## config.mk

```make
export PLATFORM = sky130hd
export DESIGN_NAME = cobs_stream_deframer
export DESIGN_NICKNAME = d
export VERILOG_FILES = /design/src/design/csd_pkg.sv /design/src/design/cobs_stream_deframer.sv /design/src/design/csd_decode.sv /design/src/design/csd_out_queue.sv
export SDC_FILE = /design/constraint.sdc
export NUM_CORES = 1
export LEC_CHECK = 0
export BUFFER_PORTS_ARGS = -buffer_cell sky130_fd_sc_hd__buf_2
export CELL_PAD_IN_SITES_DETAIL_PLACEMENT = 1
export CELL_PAD_IN_SITES_GLOBAL_PLACEMENT = 2
export CORE_MARGIN = 2
export CORE_UTILIZATION = 38
export CTS_BUF_LIST = sky130_fd_sc_hd__clkbuf_2
export DETAILED_ROUTE_END_ITERATION = 7
export PLACE_DENSITY = 0.79
export SYNTH_ARGS = -nofsm -noshare
export SYNTH_HDL_FRONTEND = slang
export SYNTH_SLANG_ARGS = --single-unit
```

## constraint.sdc

```tcl
create_clock -name clk -period 4.79 [get_ports clk]
set_input_delay 1.1975 -clock clk [delete_from_list [all_inputs] [get_ports clk]]
set_output_delay 1.1975 -clock clk [all_outputs]
set_load 0.02 [all_outputs]
```

## src/design/csd_pkg.sv

```systemverilog
// Shared types and constants for the COBS stream deframer.
package csd_pkg;

  localparam int unsigned MAX_FRAME_DEF = 256;
  localparam logic [7:0] DELIM_BYTE = 8'h00;

  typedef enum logic [1:0] {
    SYNC_WAIT_DELIM = 2'd0,
    SYNC_WAIT_CODE  = 2'd1,
    SYNC_RUNNING    = 2'd2
  } sync_t;

  typedef enum logic [1:0] {
    EV_BYTE    = 2'd0,
    EV_END     = 2'd1,
    EV_OVERRUN = 2'd2
  } event_t;

  typedef struct packed {
    event_t      ev;
    logic [7:0]  data;
    logic [7:0]  index;
    logic [8:0]  length;
    logic [31:0] overruns;
  } result_t;

endpackage

```

## src/design/cobs_stream_deframer.sv

```systemverilog
// Top level of the COBS stream deframer.
// Decodes a COBS-framed byte stream (0x00 delimits frames) and reports
// decoded bytes with their index, frame ends with their length, and receiver
// overruns with a wrapping 32-bit count. For each accepted request the
// sync/skip/position state updates in the accepting cycle and any result is
// written into a two-entry output queue, so one request per clock is
// sustained while the output side keeps up. in_stall rises only when the
// queue holds two results. Frames longer than MAX_FRAME keep decoding but
// drop the excess bytes.
module cobs_stream_deframer import csd_pkg::*; #(
  parameter int unsigned MAX_FRAME = MAX_FRAME_DEF
) (
  input  logic        clk,
  input  logic        rst,
  input  logic        in_valid,
  output logic        in_stall,
  input  logic        kind,
  input  logic [7:0]  rx_byte,
  output logic        out_valid,
  input  logic        out_stall,
  output logic [1:0]  event_res,
  output logic [7:0]  payload_byte,
  output logic [7:0]  payload_index,
  output logic [8:0]  frame_length,
  output logic [31:0] overrun_count
);

  logic    accept;
  logic    res_valid;
  logic    full;
  result_t res;
  result_t out_res;

  assign in_stall = full;
  assign accept   = in_valid && !full;

  csd_decode #(
    .MAX_FRAME(MAX_FRAME)
  ) u_decode (
    .clk      (clk),
    .rst      (rst),
    .accept   (accept),
    .kind     (kind),
    .rx_byte  (rx_byte),
    .res_valid(res_valid),
    .res      (res)
  );

  csd_out_queue u_queue (
    .clk      (clk),
    .rst      (rst),
    .push     (res_valid),
    .push_res (res),
    .full     (full),
    .out_valid(out_valid),
    .out_stall(out_stall),
    .out_res  (out_res)
  );

  assign event_res     = 2'(out_res.ev);
  assign payload_byte  = out_res.data;
  assign payload_index = out_res.index;
  assign frame_length  = out_res.length;
  assign overrun_count = out_res.overruns;

endmodule

```

## src/design/csd_decode.sv

```systemverilog
// COBS decode state and combinational step logic for one received request.
module csd_decode import csd_pkg::*; #(
  parameter int unsigned MAX_FRAME = MAX_FRAME_DEF
) (
  input  logic       clk,
  input  logic       rst,
  input  logic       accept,
  input  logic       kind,
  input  logic [7:0] rx_byte,
  output logic       res_valid,
  output result_t    res
);

  localparam int unsigned PW = $clog2(MAX_FRAME + 1);

  sync_t          sync_state, sync_state_next;
  logic [7:0]     skip_count, skip_count_next;
  logic [PW-1:0]  position, position_next;
  logic [31:0]    overruns, overruns_next;
  logic [7:0]     skip_dec;
  logic [15:0]    pos_ext;

  always_ff @(posedge clk) begin
    if (rst) begin
      sync_state <= SYNC_WAIT_DELIM;
      skip_count <= '0;
      position   <= '0;
      overruns   <= '0;
    end else begin
      sync_state <= sync_state_next;
      skip_count <= skip_count_next;
      position   <= position_next;
      overruns   <= overruns_next;
    end
  end

  assign skip_dec = skip_count - 8'd1;
  assign pos_ext  = 16'(position);

  always_comb begin
    sync_state_next = sync_state;
    skip_count_next = skip_count;
    position_next   = position;
    overruns_next   = overruns;
    res_valid       = 1'b0;
    res.ev          = EV_BYTE;
    res.data        = '0;
    res.index       = '0;
    res.length      = '0;
    res.overruns    = overruns;
    if (accept) begin
      if (kind) begin
        overruns_next   = overruns + 32'd1;
        position_next   = '0;
        sync_state_next = SYNC_WAIT_DELIM;
        res_valid       = 1'b1;
        res.ev          = EV_OVERRUN;
        res.overruns    = overruns + 32'd1;
      end else if (rx_byte == DELIM_BYTE) begin
        sync_state_next = SYNC_WAIT_CODE;
        position_next   = '0;
        if (sync_state != SYNC_WAIT_DELIM) begin
          res_valid  = 1'b1;
          res.ev     = EV_END;
          res.length = pos_ext[8:0];
        end
      end else begin
        case (sync_state)
          SYNC_WAIT_DELIM: begin
          end
          SYNC_WAIT_CODE: begin
            skip_count_next = rx_byte;
            sync_state_next = SYNC_RUNNING;
          end
          SYNC_RUNNING: begin
            if (skip_dec == 8'd0) begin
              skip_count_next = rx_byte;
              res.data        = '0;
            end else begin
              skip_count_next = skip_dec;
              res.data        = rx_byte;
            end
            // drop bytes once the frame is full
            if (position < PW'(MAX_FRAME)) begin
              res_valid     = 1'b1;
              res.ev        = EV_BYTE;
              res.index     = pos_ext[7:0];
              position_next = position + PW'(1);
            end
          end
          default: begin
            sync_state_next = SYNC_WAIT_DELIM;
          end
        endcase
      end
    end
  end

endmodule

```

## src/design/csd_out_queue.sv

```systemverilog
// Two-entry result queue that decouples the output stall from input acceptance.
module csd_out_queue import csd_pkg::*; (
  input  logic    clk,
  input  logic    rst,
  input  logic    push,
  input  result_t push_res,
  output logic    full,
  output logic    out_valid,
  input  logic    out_stall,
  output result_t out_res
);

  result_t    slot [2];
  logic       wr_ptr;
  logic       rd_ptr;
  logic [1:0] count;
  logic       pop;

  assign out_valid = (count != 2'd0);
  assign full      = (count == 2'd2);
  assign pop       = out_valid && !out_stall;
  assign out_res   = slot[rd_ptr];

  always_ff @(posedge clk) begin
    if (push) begin
      slot[wr_ptr] <= push_res;
    end
  end

  always_ff @(posedge clk) begin
    if (rst) begin
      wr_ptr <= 1'b0;
      rd_ptr <= 1'b0;
      count  <= 2'd0;
    end else begin
      if (push) begin
        wr_ptr <= ~wr_ptr;
      end
      if (pop) begin
        rd_ptr <= ~rd_ptr;
      end
      count <= count + {1'b0, push} - {1'b0, pop};
    end
  end

endmodule

```

==> qor.csv <==
stage;metric;value;unit
run_status;status;complete, no violations;
sta;worstMarginPinSlew;1186;ps
synthesis;yosys.area.top_type;edfxtp_1;
clock_network;clk_latency;740;ps
clock_network;cts_tree;done;
global_route;antenna_found_initial;3;
detailed_routing;wl_per_cell;16.68;microns
worst_setup_path;critPathMaxFanout;40;
synthesis;async_reset_ff_share;0;%
sta;setup_violations;0;
sta;fin_ws;975.6;ps
sta;timing.final.max_slew_violations;0;
clock_network;clockBufferDepth;2;
clock_network;clock_sinks;174;
power_and_ir_drop;p_comb_share;21.3;%
synthesis;synthDistinctLibCells;46;
power_and_ir_drop;total_power;3.184;mW
synthesis;syn_area_per_cell;12.94;sq um
detailed_routing;vias;4632;
floorplan;die_w;143.8;microns
sta;max_freq;262.2;MHz
power_and_ir_drop;vdd_ir_drop_max;0.1228;mV
clock_network;post_cts.repair.setup_buffers;0;
clock_network;htree_num_levels;4;
worst_setup_path;crit_required;3590;ps
floorplan;core;0.01933;sq mm
worst_setup_path;worstPathArrival;2620;ps
detailed_routing;final_antenna_net_count;0;
sta;finalClockSkew;47.62;ps
worst_setup_path;slowest_stage;dfxtp_2;
place;place_hpwl;10630;microns
power_and_ir_drop;internal_power;2.172;mW
clock_network;path_clk_slew;240;ps
worst_setup_path;worst-path-buf-inv;2;
sta;period_share;79.63;%
floorplan;rows;51;
worst_setup_path;worstSetupStartpointType;flip-flop;
finish;fillCellCount;2050;
floorplan;die_h;143.8;microns
finish;final_nets;667;
flow_run;drv_cap;0;
worst_setup_path;crit_path_cell_trace;buf_4 -> mux2_2 -> buf_2;
worst_setup_path;cp-end-kind;output pin;
place;gp_congestion;0.7686;
sta;tns;0;ps
place;pre_cts_ws;1119;ps
detailed_routing;dr.pass1.iters;4;
clock_network;cts-buffers-inserted;17;
clock_network;cts_resized;0;
synthesis;synth_commonest_cells;118 x edfxtp_1, 65 x mux2_2, 56 x dfxtp_1;
global_route;grt_max_degree;49;
synthesis;yosys_warnings;0;
worst_setup_path;cp_top_family;buffers and inverters;
finish;drive_gt1_share;27.81;%
place;dpl-instance-area;0.008089;sq mm
worst_setup_path;path_class;reg -> out;
synthesis;syn-num-nets;596;
floorplan;initial_utilization;38.42;%
synthesis;yosysMostFrequentCell;edfxtp_1;
power_and_ir_drop;p_clk_share;24.5;%
min_path;hp-class;reg -> reg;
global_route;grt_usage;15.70;%
power_and_ir_drop;p_per_area;381.6;mW/mm^2
clock_network;cts_hold_buf;0;
detailed_routing;drtIter0Drc;274;
finish;post-route-cell-area;0.008344;sq mm
detailed_routing;drc_errors;0;
detailed_routing;via_per_inst;5.008;
synthesis;synth_edf_count;118;
detailed_routing;drt-total-wl;15430;microns
power_and_ir_drop;power_leakage;3.141;nW
clock_network;clock-root-buffer;clkbuf_2;
synthesis;synth_ff_type;edfxtp_1;
synthesis;syn_area;0.007428;sq mm
synthesis;synthDominantCellAreaShare;47.70;%
global_route;grt_pass1_wl;25180;microns
place;port_buffers;73;
power_and_ir_drop;pwr-share-seq;54.2;%
worst_setup_path;crit_path_max_incr_delay;710;ps
power_and_ir_drop;switching_share;31.78;%
floorplan;fp.dieArea;0.02068;sq mm
floorplan;ios;74;
sta;relSlewSlack;20.26;%
finish;area_growth;12.33;%
synthesis;ys_ff_latch;174;
sta;final_hold_viol_count;0;
sta;rsz0062_at_grt;false;
synthesis;synth_area_leaders;edfxtp_1 48%, dfxtp_1 15%, mux2_2 9.9%;
synthesis;synth_cells;574;
power_and_ir_drop;p_switching;1.012;mW
synthesis;ys_seq_area_share;62.79;%
global_route;grt-ovfl-total;0;
global_route;grt_pass1_vias;4954;
sta;period_needed;3814;ps
==> state kept, by name, indices dropped and copies added (netlist names), named ones only <==
name                 flops
u_queue.slot           118
u_decode.position        9
u_decode.overruns       32
u_decode.skip_count      8
u_queue.count            2
u_decode.sync_state      2
u_queue.wr_ptr           1
u_queue.rd_ptr           1
==> kinds of logic after synthesis <==
kind of cell,count (synthesis),share of synthesized area [%]
flops,174,62.79
fa+ha+maj,9,1.516
simple gates,197,14.55
compound gates,49,4.531
xor+xnor,38,4.480
buf+inv,42,2.274
mux,65,9.853
==> layout make-up <==
cell class / count / area, sq um / share of cell area [%]
sequential: 174 / 4666 / 55.92
multi-input combinational: 358 / 2604 / 31.20
timing repair buffer: 78 / 427.9 / 5.128
tap: 265 / 331.6 / 3.974
clock inverter: 15 / 165.2 / 1.979
clock buffer: 17 / 85.08 / 1.020
inverter: 16 / 60.06 / 0.7197
antenna: 2 / 5.005 / 0.05998
==> layer usage <==
metal / GRT usage, % / wire [microns] / vias to the layer above
met5: 0 / 11 / -
met4: 4.902 / 198 / 2
met3: 3.632 / 499 / 16
met2: 26.64 / 7704 / 69
met1: 19.94 / 7012 / 2309
li1: - / - / 2236
==> placed cells by master (no fill, tap or decap), drive strengths merged, types with 2 or more instances in the layout <==
cell and n:
xnor2 13, nand4 7, or4 4, dfxtp 56, a31oi 3, nor4 9
clkinv 3, buf 78, and4 3, nand2b 5, nand2 26, o31ai 4
xor2 25, or2 2, nor4b 2, edfxtp 118, and3 18, a211oi 6
or3 2, and2 26, nor3 12, diode 2, nor2b 33, nor2 32
o221a 2, mux2 65, a21oi 14, nand3 15, inv 26, clkbuf 17
a311oi 4, ha 9, o21ai 7
==> worst reg2reg max path: stages, from the launching register on <==
cell	delay, ps
dfxtp_1	490
inv_1	70
ha_1	240
xor2_1	170
or4b_2	630
o21ai_0	850
nand2_1	330
and3_1	330
==> per-stage QoR <==
| step | hold slack, ps | util, % | std cells |
|---|---|---|---|
| 6_report | 537.7 | 43.16 | 925 |
| 5_1_grt | 587.7 | 43.16 | 925 |
| 4_1_cts | 546.6 | 43.13 | 923 |
| 3_5_place_dp | 503.5 | 41.84 | 891 |
| 3_3_place_gp | 491.5 | 41.84 | 891 |
| 2_1_floorplan | 468.1 | - | 574 |
==> final timing paths <==
| kind | cells after the start | slack (ps) | startpoint | endpoint |
|---|---|---|---|---|
| max | 3 | 980 | flip-flop | overrun_count[30] |
| min | 2 | 540 | u_decode.sync_state[0] | u_decode.sync_state[0] |
| max reg2reg | 7 | 1430 | u_decode.skip_count[0] | u_queue.slot[1][56] |
| min reg2reg | 2 | 540 | u_decode.sync_state[0] | u_decode.sync_state[0] |
==> power groups by stage <==
stage	registers (mW)	clock network [mW]	logic, mW
final	1.73	0.781	0.677
after global routing	1.74	0.868	0.734
after CTS	1.73	0.814	0.692
after detailed placement	1.76	0	0.687
after global placement	1.75	0	0.686
after floorplan	1.73	0	0.494
(Power assumes the default switching activity.)
